$ cat src/design/bfha_pkg.sv
// Shared types and request codes for the best-fit heap allocator.
// No dependencies; used by the engine and the top level.
package bfha_pkg;

  localparam int unsigned AW = 20;

  localparam logic [1:0] OP_ALLOC  = 2'd0;
  localparam logic [1:0] OP_FREE   = 2'd1;
  localparam logic [1:0] OP_RESIZE = 2'd2;
  localparam logic [1:0] OP_NONE   = 2'd3;

  // One table entry: absolute start and length
  typedef struct packed {
    logic [AW-1:0] start;
    logic [AW-1:0] len;
  } ent_t;

  typedef struct packed {
    logic [1:0]    op;
    logic [AW-1:0] addr;
    logic [AW-1:0] size;
    logic [AW-1:0] sp;
  } req_t;

  typedef struct packed {
    logic [AW-1:0] addr;
    logic          ok;
  } rsp_t;

endpackage

$ cat src/design/bfha_ram.sv
// Table storage: one write port, one read port with registered read data.
// Uses bfha_pkg::ent_t as the word type.
module bfha_ram #(
  parameter int unsigned DEPTH = 16
) (
  input  logic                     clk_i,
  input  logic                     we_i,
  input  logic [$clog2(DEPTH)-1:0] waddr_i,
  input  bfha_pkg::ent_t           wdata_i,
  input  logic [$clog2(DEPTH)-1:0] raddr_i,
  output bfha_pkg::ent_t           rdata_o
);

  bfha_pkg::ent_t mem [DEPTH];
  bfha_pkg::ent_t rdata_q;

  // Write and read the array
  always_ff @(posedge clk_i) begin
    if (we_i) begin
      mem[waddr_i] <= wdata_i;
    end
    rdata_q <= mem[raddr_i];
  end

  assign rdata_o = rdata_q;

endmodule

$ cat src/design/bfha_engine.sv
// Allocator sequencer: walks the free and live tables one entry at a time.
// Depends on bfha_pkg and bfha_ram.
module bfha_engine #(
  parameter int unsigned USER_BASE    = 196608,
  parameter int unsigned MEM_TOP      = 786432,
  parameter int unsigned FREE_ENTRIES = 16,
  parameter int unsigned LIVE_ENTRIES = 64
) (
  input  logic            clk_i,
  input  logic            rst_ni,
  input  logic            start_i,
  input  bfha_pkg::req_t  req_i,
  output logic            idle_o,
  output logic            done_o,
  input  logic            ack_i,
  output bfha_pkg::rsp_t  rsp_o
);

  localparam int unsigned AW  = bfha_pkg::AW;
  localparam int unsigned FIW = (FREE_ENTRIES > 1) ? $clog2(FREE_ENTRIES) : 1;
  localparam int unsigned LIW = (LIVE_ENTRIES > 1) ? $clog2(LIVE_ENTRIES) : 1;
  localparam int unsigned FCW = $clog2(FREE_ENTRIES + 1);
  localparam int unsigned LCW = $clog2(LIVE_ENTRIES + 1);
  localparam logic [AW:0]  UB_C    = (AW+1)'(USER_BASE);
  localparam logic [AW:0]  LIMIT_C = (MEM_TOP > USER_BASE) ?
                                     (AW+1)'(MEM_TOP - USER_BASE) : '0;
  localparam logic [FCW-1:0] FMAX_C = FCW'(FREE_ENTRIES);
  localparam logic [LCW-1:0] LMAX_C = LCW'(LIVE_ENTRIES);

  typedef enum logic [4:0] {
    S_IDLE, S_DONE,
    S_L_RD, S_L_EV,
    S_T_START, S_F_RD, S_F_EV, S_T_PICK, S_T_LIVE,
    S_DF_RD, S_DF_WR,
    S_DL_RD, S_DL_WR,
    S_R_START, S_R_RD, S_R_EV, S_R_APP
  } state_e;

  state_e state_q;

  logic [1:0]     op_q;
  logic [AW-1:0]  addr_q, size_q, sp_q;
  logic [AW-1:0]  bump_q;
  logic [FCW-1:0] fcnt_q, fi_q, k_q;
  logic [LCW-1:0] lcnt_q, li_q, oidx_q;
  logic [AW-1:0]  best_q, bs_q, bl_q, a_q, old_q, res_q, rn_q;
  logic [AW:0]    ra_q;
  logic           hb_q, have_old_q, ok_q;

  logic           fwe, lwe;
  logic [FIW-1:0] fwaddr, fraddr;
  logic [LIW-1:0] lwaddr, lraddr;
  bfha_pkg::ent_t fwdata, lwdata, frd, lrd;

  logic [FCW-1:0] fi_inc;
  logic [LCW-1:0] li_inc;
  logic [AW-1:0]  f_left;
  logic           is_free;
  logic [AW:0]    lim, bump_need, bump_abs, fs_end;
  logic [AW+1:0]  r_end;

  assign fi_inc    = fi_q + FCW'(1);
  assign li_inc    = li_q + LCW'(1);
  assign f_left    = frd.len - size_q;
  assign is_free   = (op_q == bfha_pkg::OP_FREE) || (size_q == '0);
  assign lim       = ({1'b0, sp_q} < LIMIT_C) ? {1'b0, sp_q} : LIMIT_C;
  assign bump_need = {1'b0, size_q} + {1'b0, bump_q};
  assign bump_abs  = {1'b0, bump_q} + UB_C;
  assign fs_end    = {1'b0, frd.start} + {1'b0, frd.len};
  assign r_end     = {1'b0, ra_q} + (AW+2)'(rn_q);

  bfha_ram #(.DEPTH(FREE_ENTRIES)) u_free (
    .clk_i, .we_i(fwe), .waddr_i(fwaddr), .wdata_i(fwdata),
    .raddr_i(fraddr), .rdata_o(frd)
  );

  bfha_ram #(.DEPTH(LIVE_ENTRIES)) u_live (
    .clk_i, .we_i(lwe), .waddr_i(lwaddr), .wdata_i(lwdata),
    .raddr_i(lraddr), .rdata_o(lrd)
  );

  // Drive table read and write ports from the current step
  always_comb begin
    fwe    = 1'b0;
    fwaddr = fi_q[FIW-1:0];
    fwdata = frd;
    fraddr = fi_q[FIW-1:0];
    lwe    = 1'b0;
    lwaddr = li_q[LIW-1:0];
    lwdata = lrd;
    lraddr = li_q[LIW-1:0];
    case (state_q)
      S_DF_RD: fraddr = fi_inc[FIW-1:0];
      S_DF_WR: fwe = 1'b1;
      S_DL_RD: lraddr = li_inc[LIW-1:0];
      S_DL_WR: lwe = 1'b1;
      S_T_PICK: begin
        fwe          = hb_q && (bl_q != size_q);
        fwaddr       = k_q[FIW-1:0];
        fwdata.start = bs_q + size_q;
        fwdata.len   = bl_q - size_q;
      end
      S_T_LIVE: begin
        lwe          = 1'b1;
        lwaddr       = lcnt_q[LIW-1:0];
        lwdata.start = a_q;
        lwdata.len   = size_q;
      end
      S_L_EV: begin
        lwe          = (lrd.start == addr_q) && !is_free && (size_q < lrd.len);
        lwdata.start = addr_q;
        lwdata.len   = size_q;
      end
      S_R_EV: begin
        fwe = (r_end == {1'b0, fs_end}) ? 1'b0 :
              ({2'b0, frd.start} == r_end) || (fs_end == ra_q);
        if ({2'b0, frd.start} == r_end) begin
          fwdata.start = frd.start - rn_q;
        end
        fwdata.len = frd.len + rn_q;
        if ({2'b0, frd.start} == r_end) begin
          fwe = 1'b1;
        end
      end
      S_R_APP: begin
        fwe          = fcnt_q < FMAX_C;
        fwaddr       = fcnt_q[FIW-1:0];
        fwdata.start = ra_q[AW-1:0];
        fwdata.len   = rn_q;
      end
      default: ;
    endcase
  end

  // Sequence one request through search, take, shift and release steps
  always_ff @(posedge clk_i or negedge rst_ni) begin
    if (!rst_ni) begin
      state_q    <= S_IDLE;
      bump_q     <= '0;
      fcnt_q     <= '0;
      lcnt_q     <= '0;
      hb_q       <= 1'b0;
      have_old_q <= 1'b0;
      ok_q       <= 1'b0;
      res_q      <= '0;
    end else begin
      case (state_q)
        S_IDLE: begin
          if (start_i) begin
            op_q       <= req_i.op;
            addr_q     <= req_i.addr;
            size_q     <= req_i.size;
            sp_q       <= req_i.sp;
            ok_q       <= 1'b0;
            res_q      <= '0;
            have_old_q <= 1'b0;
            li_q       <= '0;
            case (req_i.op)
              bfha_pkg::OP_ALLOC: state_q <= S_T_START;
              bfha_pkg::OP_FREE:  state_q <= S_L_RD;
              bfha_pkg::OP_RESIZE:
                state_q <= (req_i.addr != '0) ? S_L_RD : S_T_START;
              default: state_q <= S_DONE;
            endcase
          end
        end
        // Search the live table for the block address
        S_L_RD: begin
          if (li_q >= lcnt_q) begin
            state_q <= is_free ? S_DONE : S_T_START;
          end else begin
            state_q <= S_L_EV;
          end
        end
        S_L_EV: begin
          if (lrd.start == addr_q) begin
            if (is_free) begin
              ok_q    <= 1'b1;
              ra_q    <= {1'b0, addr_q};
              rn_q    <= lrd.len;
              state_q <= S_DL_RD;
            end else if (size_q < lrd.len) begin
              ok_q    <= 1'b1;
              res_q   <= addr_q;
              ra_q    <= {1'b0, addr_q} + {1'b0, size_q};
              rn_q    <= lrd.len - size_q;
              state_q <= S_R_START;
            end else begin
              have_old_q <= 1'b1;
              oidx_q     <= li_q;
              old_q      <= lrd.len;
              state_q    <= S_T_START;
            end
          end else begin
            li_q    <= li_inc;
            state_q <= S_L_RD;
          end
        end
        // Best-fit scan of the free table
        S_T_START: begin
          fi_q <= '0;
          hb_q <= 1'b0;
          if (lcnt_q >= LMAX_C) begin
            ok_q    <= 1'b0;
            res_q   <= '0;
            state_q <= S_DONE;
          end else begin
            state_q <= S_F_RD;
          end
        end
        S_F_RD: begin
          state_q <= (fi_q >= fcnt_q) ? S_T_PICK : S_F_EV;
        end
        S_F_EV: begin
          if (frd.len >= size_q && (!hb_q || f_left < best_q)) begin
            best_q <= f_left;
            k_q    <= fi_q;
            bs_q   <= frd.start;
            bl_q   <= frd.len;
            hb_q   <= 1'b1;
          end
          if (frd.len >= size_q && f_left == '0) begin
            state_q <= S_T_PICK;
          end else begin
            fi_q    <= fi_inc;
            state_q <= S_F_RD;
          end
        end
        S_T_PICK: begin
          if (!hb_q) begin
            if (bump_need >= lim) begin
              ok_q    <= 1'b0;
              res_q   <= '0;
              state_q <= S_DONE;
            end else begin
              a_q     <= bump_abs[AW-1:0];
              bump_q  <= bump_need[AW-1:0];
              state_q <= S_T_LIVE;
            end
          end else begin
            a_q <= bs_q;
            if (bl_q == size_q) begin
              fi_q    <= k_q;
              state_q <= S_DF_RD;
            end else begin
              state_q <= S_T_LIVE;
            end
          end
        end
        // Close the gap of a fully used free entry
        S_DF_RD: begin
          if (fi_inc >= fcnt_q) begin
            fcnt_q  <= fcnt_q - FCW'(1);
            state_q <= S_T_LIVE;
          end else begin
            state_q <= S_DF_WR;
          end
        end
        S_DF_WR: begin
          fi_q    <= fi_inc;
          state_q <= S_DF_RD;
        end
        S_T_LIVE: begin
          lcnt_q <= lcnt_q + LCW'(1);
          res_q  <= a_q;
          ok_q   <= 1'b1;
          if (have_old_q) begin
            li_q    <= oidx_q;
            ra_q    <= {1'b0, addr_q};
            rn_q    <= old_q;
            state_q <= S_DL_RD;
          end else begin
            state_q <= S_DONE;
          end
        end
        // Close the gap of a dropped live entry
        S_DL_RD: begin
          if (li_inc >= lcnt_q) begin
            lcnt_q  <= lcnt_q - LCW'(1);
            state_q <= S_R_START;
          end else begin
            state_q <= S_DL_WR;
          end
        end
        S_DL_WR: begin
          li_q    <= li_inc;
          state_q <= S_DL_RD;
        end
        // Return a range to the bump pointer or the free table
        S_R_START: begin
          fi_q <= '0;
          if (ra_q < UB_C || rn_q == '0) begin
            state_q <= S_DONE;
          end else if ({1'b0, bump_abs} == r_end) begin
            bump_q  <= bump_q - rn_q;
            state_q <= S_DONE;
          end else begin
            state_q <= S_R_RD;
          end
        end
        S_R_RD: begin
          state_q <= (fi_q >= fcnt_q) ? S_R_APP : S_R_EV;
        end
        S_R_EV: begin
          if ({2'b0, frd.start} == r_end || fs_end == ra_q ||
              ({1'b0, frd.start} <= ra_q && {1'b0, fs_end} >= r_end)) begin
            state_q <= S_DONE;
          end else begin
            fi_q    <= fi_inc;
            state_q <= S_R_RD;
          end
        end
        S_R_APP: begin
          if (fcnt_q < FMAX_C) begin
            fcnt_q <= fcnt_q + FCW'(1);
          end
          state_q <= S_DONE;
        end
        S_DONE: begin
          if (ack_i) begin
            state_q <= S_IDLE;
          end
        end
        default: state_q <= S_IDLE;
      endcase
    end
  end

  assign idle_o     = (state_q == S_IDLE);
  assign done_o     = (state_q == S_DONE);
  assign rsp_o.addr = res_q;
  assign rsp_o.ok   = ok_q;

`ifndef ASSERT_OFF
  a_lcnt_bound: assert property (@(posedge clk_i) disable iff (!rst_ni)
    lcnt_q <= LMAX_C) else $error("live count beyond table depth");
  a_fcnt_bound: assert property (@(posedge clk_i) disable iff (!rst_ni)
    fcnt_q <= FMAX_C) else $error("free count beyond table depth");
  a_idle_hold: assert property (@(posedge clk_i) disable iff (!rst_ni)
    (state_q == S_IDLE && !start_i) |=>
      ($stable(bump_q) && $stable(lcnt_q) && $stable(fcnt_q)))
    else $error("allocator state moved while idle");
  a_fail_clean: assert property (@(posedge clk_i) disable iff (!rst_ni)
    (done_o && !ok_q) |-> (res_q == '0))
    else $error("failed request carries an address");
`endif

endmodule

$ cat src/design/best_fit_heap_allocator_core.sv
// Best-fit heap allocator: a request (allocate, free, resize) is taken when
// the engine is idle and answered with one result. The live-table search, the
// best-fit scan of the free table, the entry shifts after a removal and the
// neighbor search of a release each step through one table entry at a time
// over the single read port of that table. The live search and the live shift
// together cover the live table once, as do the free scan and its shift. The
// engine takes no new request until it is through with the last one, and a
// result that meets a stalled output register holds the engine until it moves.
// A finished result waits in the output register while the next request is
// taken.
module best_fit_heap_allocator_core #(
  parameter int unsigned USER_BASE    = 196608,
  parameter int unsigned MEM_TOP      = 786432,
  parameter int unsigned FREE_ENTRIES = 16,
  parameter int unsigned LIVE_ENTRIES = 64
) (
  input  logic        clk_i,
  input  logic        rst_ni,
  input  logic        in_valid_i,
  output logic        in_stall_o,
  input  logic [1:0]  op_i,
  input  logic [19:0] addr_i,
  input  logic [19:0] size_i,
  input  logic [19:0] stack_offset_i,
  output logic        out_valid_o,
  input  logic        out_stall_i,
  output logic [19:0] result_addr_o,
  output logic        success_o
);

  logic           idle, done, ack, start;
  bfha_pkg::req_t req;
  bfha_pkg::rsp_t rsp, out_q;
  logic           out_valid_q;

  assign req.op   = op_i;
  assign req.addr = addr_i;
  assign req.size = size_i;
  assign req.sp   = stack_offset_i;

  assign start      = in_valid_i && idle;
  assign in_stall_o = !idle;
  assign ack        = !out_valid_q || !out_stall_i;

  bfha_engine #(
    .USER_BASE(USER_BASE), .MEM_TOP(MEM_TOP),
    .FREE_ENTRIES(FREE_ENTRIES), .LIVE_ENTRIES(LIVE_ENTRIES)
  ) u_engine (
    .clk_i, .rst_ni, .start_i(start), .req_i(req),
    .idle_o(idle), .done_o(done), .ack_i(ack), .rsp_o(rsp)
  );

  // Hold the result until the receiver takes it
  always_ff @(posedge clk_i or negedge rst_ni) begin
    if (!rst_ni) begin
      out_valid_q <= 1'b0;
    end else if (ack) begin
      out_valid_q <= done;
      if (done) begin
        out_q <= rsp;
      end
    end
  end

  assign out_valid_o   = out_valid_q;
  assign result_addr_o = out_q.addr;
  assign success_o     = out_q.ok;

`ifndef ASSERT_OFF
  a_out_hold: assert property (@(posedge clk_i) disable iff (!rst_ni)
    (out_valid_o && out_stall_i) |=> (out_valid_o && $stable(result_addr_o)))
    else $error("stalled result changed");
  a_one_inflight: assert property (@(posedge clk_i) disable iff (!rst_ni)
    (in_valid_i && !in_stall_o) |=> in_stall_o)
    else $error("second request taken while busy");
  a_fail_zero: assert property (@(posedge clk_i) disable iff (!rst_ni)
    (out_valid_o && !success_o) |-> (result_addr_o == '0))
    else $error("failed result carries an address");
`endif

endmodule
$ cat config.mk
export PLATFORM = sky130hd
export DESIGN_NAME = best_fit_heap_allocator_core
export DESIGN_NICKNAME = d
export VERILOG_FILES = /design/src/design/bfha_pkg.sv /design/src/design/bfha_ram.sv /design/src/design/bfha_engine.sv /design/src/design/best_fit_heap_allocator_core.sv
export SDC_FILE = /design/constraint.sdc
export NUM_CORES = 2
export LEC_CHECK = 0
export BUFFER_PORTS_ARGS = -buffer_cell sky130_fd_sc_hd__buf_2
export CAP_MARGIN = 15
export CELL_PAD_IN_SITES_DETAIL_PLACEMENT = 1
export CELL_PAD_IN_SITES_GLOBAL_PLACEMENT = 1
export CORE_ASPECT_RATIO = 1.1
export CORE_UTILIZATION = 60
export DETAILED_ROUTE_END_ITERATION = 16
export PLACE_DENSITY = 0.92
export SLEW_MARGIN = 20
export SYNTH_ARGS = -nofsm -noshare
export SYNTH_HDL_FRONTEND = slang
export SYNTH_SLANG_ARGS = --single-unit
$ cat constraint.sdc
create_clock -name clk_i -period 16.6 [get_ports clk_i]
set_input_delay 0.83 -clock clk_i [delete_from_list [all_inputs] [get_ports clk_i]]
set_output_delay 0.83 -clock clk_i [all_outputs]
set_load 0.01 [all_outputs]
==> flow_summary_export.csv, run 1 <==
group,metric,value,unit
synth,synth_ff_type,"edfxtp_1",
synth,synthesis.instances,7923,
placement,placed_area,0.1576,mm^2
grt,grt_pass1_wl,1002000,um
synth,synth-seq-area-share,0.7038,
synth,muxShareOfSynthArea,0.1580,
synth,synth_cell_types,108,
grt,grt_max_degree,161,
synth,synth_top_area_share,0.6832,
clock_network,post-cts-setup-buffer-count,0,
synth,yosys_warnings,0,
synth,synth-xor-area-share,0.01623,
clock_network,cts.sinks,3589,
grt,grt_pass1_vias,109700,
placement,place_hpwl,323300,um
clock_network,clockBufferDepth,4,
grt,grt.overflow.total,170,
status,error,"[ERROR GRT-0116] Global routing finished with congestion. Check the congestion regions in the DRC Viewer.",
synth,syn_area,0.1516,mm^2
synth,synth_compound_area_frac,0.04392,
synth,synth.area.top_cells,"edfxtp_1 68%, mux4_2 15%, ha_1 2.8%, dfxtp_1 1.1%, dfrtp_1 1.0%",
clock_network,root_buffer,"clkbuf_16",
status,status,"did not finish",
floorplan,ios,89,
grt,grt_usage,0.5942,
floorplan,start_util,0.6035,
synth,synth_top_family_by_area,"multiplexers",
synth,synth_top_area_cell,"edfxtp_1",
clock_network,numCtsBuffers,337,
placement,place.gp.congestion,0.9797,
status,haltStage,"global routing",
synth,synth_edf_count,3448,
synth,syn_nets,8337,
synth,synth_simple_gate_area_frac,0.03470,
clock_network,htree_levels,5,
floorplan,dieHeight,529.1,um
synth,syn_avg_cell_area,19.13,um^2
floorplan,die_x,481.2,um
synth,synth_adder_area_share,0.02937,
synth,synth-seq-cells,3589,
synth,synth-async-reset-ratio,0.01700,
floorplan,fp-row-count,193,
placement,io_buffers,88,
==> cell families after synthesis <==
| family | after synthesis |
|---|---|
| DFF | 3589 |
| muxes | 1099 |
| and+or+nand+nor | 1089 |
| AOI/OAI and AO/OA | 1009 |
| buffers and inverters | 529 |
| adders and majority gates | 348 |
| xor gates and xnor gates | 260 |
==> synth_stat cells (12+ instances only) <==
master and n:
mux4_2 1030, buf_1 33, xor2_1 78, nand4_1 39, a21o_1 105, a221oi_1 18
a22o_1 19, a211oi_1 37, nor2_1 331, buf_2 85, a21oi_1 280, a222oi_1 18
dfxtp_1 80, nor2b_1 42, a31oi_1 25, o21a_1 44, nor3_1 90, inv_1 192
o211ai_1 23, nand2b_1 57, edfxtp_1 3448, and3_1 25, o31a_1 12, clkbuf_1 213
and2_1 18, o31ai_1 16, nor4_1 38, or3_1 19, mux2i_1 26, dfrtp_1 61
mux2_2 42, nand3_1 75, fa_1 13, ha_1 335, o21bai_1 24, o21ai_0 215
or2_2 15, nand2_1 273, xnor2_1 168
==> metal layers <==
metal | overflow | GRT usage
met1 | 7 | 0.6358
met2 | 69 | 0.7655
met3 | 9 | 0.4350
met4 | 85 | 0.4637
met5 | 0 | 0.2443
==> per-stage QoR <==
step	setup slack, ns	instances
after floorplan	8.905	7923
after global placement	9.327	11220
after detailed placement	9.052	11220
after CTS	7.938	11840
==> what timing repair did <==
action                                 in CTS
endpoints found under the hold margin       5
resized for setup                           0
hold buffers                                1
==> run 2: changes to the inputs <==
--- a/config.mk
+++ b/config.mk
@@ -7,12 +7,9 @@
 export LEC_CHECK = 0
 export BUFFER_PORTS_ARGS = -buffer_cell sky130_fd_sc_hd__buf_2
 export CAP_MARGIN = 15
-export CELL_PAD_IN_SITES_DETAIL_PLACEMENT = 1
-export CELL_PAD_IN_SITES_GLOBAL_PLACEMENT = 1
-export CORE_ASPECT_RATIO = 1.1
-export CORE_UTILIZATION = 60
+export CORE_UTILIZATION = 40
 export DETAILED_ROUTE_END_ITERATION = 16
-export PLACE_DENSITY = 0.92
+export PLACE_DENSITY_LB_ADDON = 0.15
 export SLEW_MARGIN = 20
 export SYNTH_ARGS = -nofsm -noshare
 export SYNTH_HDL_FRONTEND = slang
==> run 2 against run 1 <==
Against the previous run:
- the flow now finishes without violations
- synthesized cell count is the same
- area after synthesis is the same
==> flow_summary_export.csv, run 2 <==
group,metric,value,unit
floorplan,die_x,617.5,um
finish,layout_commonest_cell,"edfxtp_1",
power,powerDensity,161.1,mW/mm^2
finish,largest_reg_flops,2560,
grt,grt_pass1_vias,80910,
floorplan,fp-row-count,225,
clock_network,root_buffer,"clkbuf_16",
synth,synth_edf_count,3448,
clock_network,post-cts-setup-buffer-count,0,
route,drtPass1Iterations,6,
placement,io_buffers,88,
run,maxCapViolations,0,
finish,fillers,31630,
worst_setup_path,cp_data_required_time,17.13,ns
finish,area_delta_synth_final,13.57,%
worst_setup_path,critPathTopFamily,"compound AO/OA/AOI/OAI gates",
finish,num-nets-final,8718,
clock_network,cts.sinks,3589,
synth,synth_top_area_share,0.6832,
timing,fin_worst_skew,0.07361,ns
route,drtIter0Drc,7877,
timing,drv_slew,0,
synth,synth.area.top_cells,"edfxtp_1 68%, mux4_2 15%, ha_1 2.8%, dfxtp_1 1.1%, dfrtp_1 1.0%",
clock_network,numCtsBuffers,376,
grt,grt.overflow.total,0,
placement,dp.cells,12920,
timing,fin_setup_tns,0,ns
synth,synth_cell_types,108,
hold_path,hp-class,"in -> reg",
grt,antenna_found_initial,26,
clock_network,cts_tree,"done",
grt,grt_pass1_wl,617200,um
power,ir_worst_vdd,0.1624,mV
grt,grt.busiest_layer,"met2",
worst_setup_path,reg2reg_setup_slack,9.39,ns
synth,ys_top_cells_by_count,"3448 x edfxtp_1, 1030 x mux4_2, 335 x ha_1",
grt,grt.met3_usage,0.03252,
timing,final-hold-violation-count,0,
synth,synth-async-reset-ratio,0.01700,
grt,grt_usage,0.2270,
timing,relSlewSlack,0.2007,
synth,syn_avg_cell_area,19.13,um^2
worst_setup_path,arrival,7.75,ns
synth,yosys_warnings,0,
finish,regMostFlops,"u_engine.u_live.mem",
worst_setup_path,worst_path_largest_cell_delay,0.83,ns
synth,syn_area,0.1516,mm^2
route,ant_nets,0,
grt,grt_max_degree,140,
finish,drive_above_1_share,0.2474,
grt,grt.met1_usage,0.3107,
status,status,"completed",
timing,setup_viol,0,
floorplan,ios,89,
worst_setup_path,worst_path_max_delay_cell,"edfxtp_1",
route,vias,79740,
clock_network,clockBufferDepth,4,
synth,syn_nets,8337,
route,avgViaCountPerCell,5.857,
finish,final_cell_mix,"3448 x edfxtp_1, 1030 x mux4_2, 380 x clkbuf_16",
synth,yosysMostFrequentCell,"edfxtp_1",
floorplan,die_area,0.3814,mm^2
synth,synth_ff_type,"edfxtp_1",
power,p_leak,56.02,nW
grt,use_met2,0.3741,
route,route.detailed.drc,0,
synth,synth_top_area_cell,"edfxtp_1",
worst_setup_path,path_cells,"inv_1, fa_1, a211oi_1, nor2_1, o41ai_1, o221ai_1, o41ai_1, xnor2_1, ha_1, a21oi_1, nor2b_1, o21ai_0, nand2_1, nor3_1, o21ai_0, nor2_4, buf_4",
route,wl_per_cell,32.13,um
route,routed_wl,437400,um
placement,place_hpwl,265700,um
worst_setup_path,startpoint_type,"register",
synth,synthesis.instances,7923,
floorplan,dieHeight,617.5,um
timing,min_period,7.214,ns
worst_setup_path,cp-end-kind,"register",
timing,max_freq,0.1386,GHz
clock_network,htree_levels,5,
synth,synth-seq-cells,3589,
timing,timing.final.crit_share,0.4346,
worst_setup_path,path_class,"reg -> reg",
finish,top_regs,"u_engine.u_live.mem x2560, u_engine.u_free.mem x640",
floorplan,core_area,0.3764,mm^2
worst_setup_path,path_buf_inv,2,
timing,rsz0062_at_grt,"false",
finish,final_cells,13610,
timing,tightest_slew,1.191,ns
clock_network,clk_latency,0.97,ns
placement,place.gp.congestion,0.9076,
timing,timing.hold.ws,0.08095,ns
worst_setup_path,cp_max_fo,39,
synth,synth-seq-area-share,0.7038,
floorplan,start_util,0.4027,
clock_network,cts.clk_slew.worst_paths,0.06,ns
run 2: cell counts after synthesis:
Identical to the previous run, type by type.
run 2: cells by family (layout without fill, tap and decap cells):
| family | count (synthesis) | count (layout) | synth area share |
|---|---|---|---|
| xor+xnor | 260 | 260 | 0.01623 |
| other cells | 0 | 10 | 0 |
| simple gates | 1089 | 1089 | 0.03470 |
| compound gates | 1009 | 1009 | 0.04392 |
| flops | 3589 | 3589 | 0.7038 |
| fa+ha+maj | 348 | 348 | 0.02937 |
| buf+inv | 529 | 1216 | 0.01400 |
| mux | 1099 | 1099 | 0.1580 |
run 2: final timing paths:
| check | startpoint | to | depth (start not counted) |
|---|---|---|---|
| setup / recovery | u_engine.size_q[1] | u_engine.best_q[15] | 17 |
| hold / removal | stack_offset_i[16] | u_engine.sp_q[16] | 1 |
| setup reg to reg | u_engine.size_q[1] | u_engine.best_q[15] | 17 |
| hold reg to reg | u_engine.res_q[1] | result_addr_o[1] | 0 |
| max in group asynchronous | rst_ni | u_engine.state_q[2] | 3 |
| min in group asynchronous | rst_ni | out_valid_o | 2 |
run 2: final cells by class:
type | instances | area [um^2] | area share
antenna | 10 | 25.02 | 0.0001454
clock buffer | 476 | 9990 | 0.05804
clock inverter | 208 | 2105 | 0.01223
inverter | 193 | 724.4 | 0.004209
multi-input combinational | 3805 | 43930 | 0.2552
sequential | 3589 | 106700 | 0.6197
tap | 4994 | 6248 | 0.03630
timing repair buffer | 339 | 2436 | 0.01415
run 2: where the power goes:
part	total [mW]	internal [mW]	leakage (nW)	switching, mW
combinational	7.42	2.66	17.7	4.76
sequential	12.0	11.5	32.5	0.427
clock	8.34	4.81	5.87	3.53
run 2: worst reg2reg max path, delay by kind of cell (launching register included):
kind	cells	cell delay (ns)
compound gates	7	2.23
buf+inv	2	1.27
simple gates	5	1.23
fa+ha+maj	2	1.00
flops	1	0.83
xor+xnor	1	0.26
run 2: what timing repair did:
item / in CTS / in global routing
hold endpoints to repair: 25 / 0
hold buffers: 1 / 0
setup endpoints to repair: 0 / 0
gates resized for setup: 0 / 0
run 2: layer usage:
metal	wire length [um]	share of wire
met1	183800	0.42
met2	212900	0.49
met3	25040	0.057
met4	15650	0.036
met5	26	0.000059
run 2: metrics by stage:
stage          area [um^2]  total power [mW]  setup slack (ns)    util
5_1_grt             172100             28.81             8.791  0.4573
2_1_floorplan       151600             16.68             8.905       -
4_1_cts             172000             27.89             9.216  0.4569
3_3_place_gp        159800             19.41             8.987  0.4246
3_5_place_dp        159900             19.55             9.184  0.4247
6_report            172100             27.73             9.386  0.4573
Note: power is estimated with default switching activity, not from simulation.
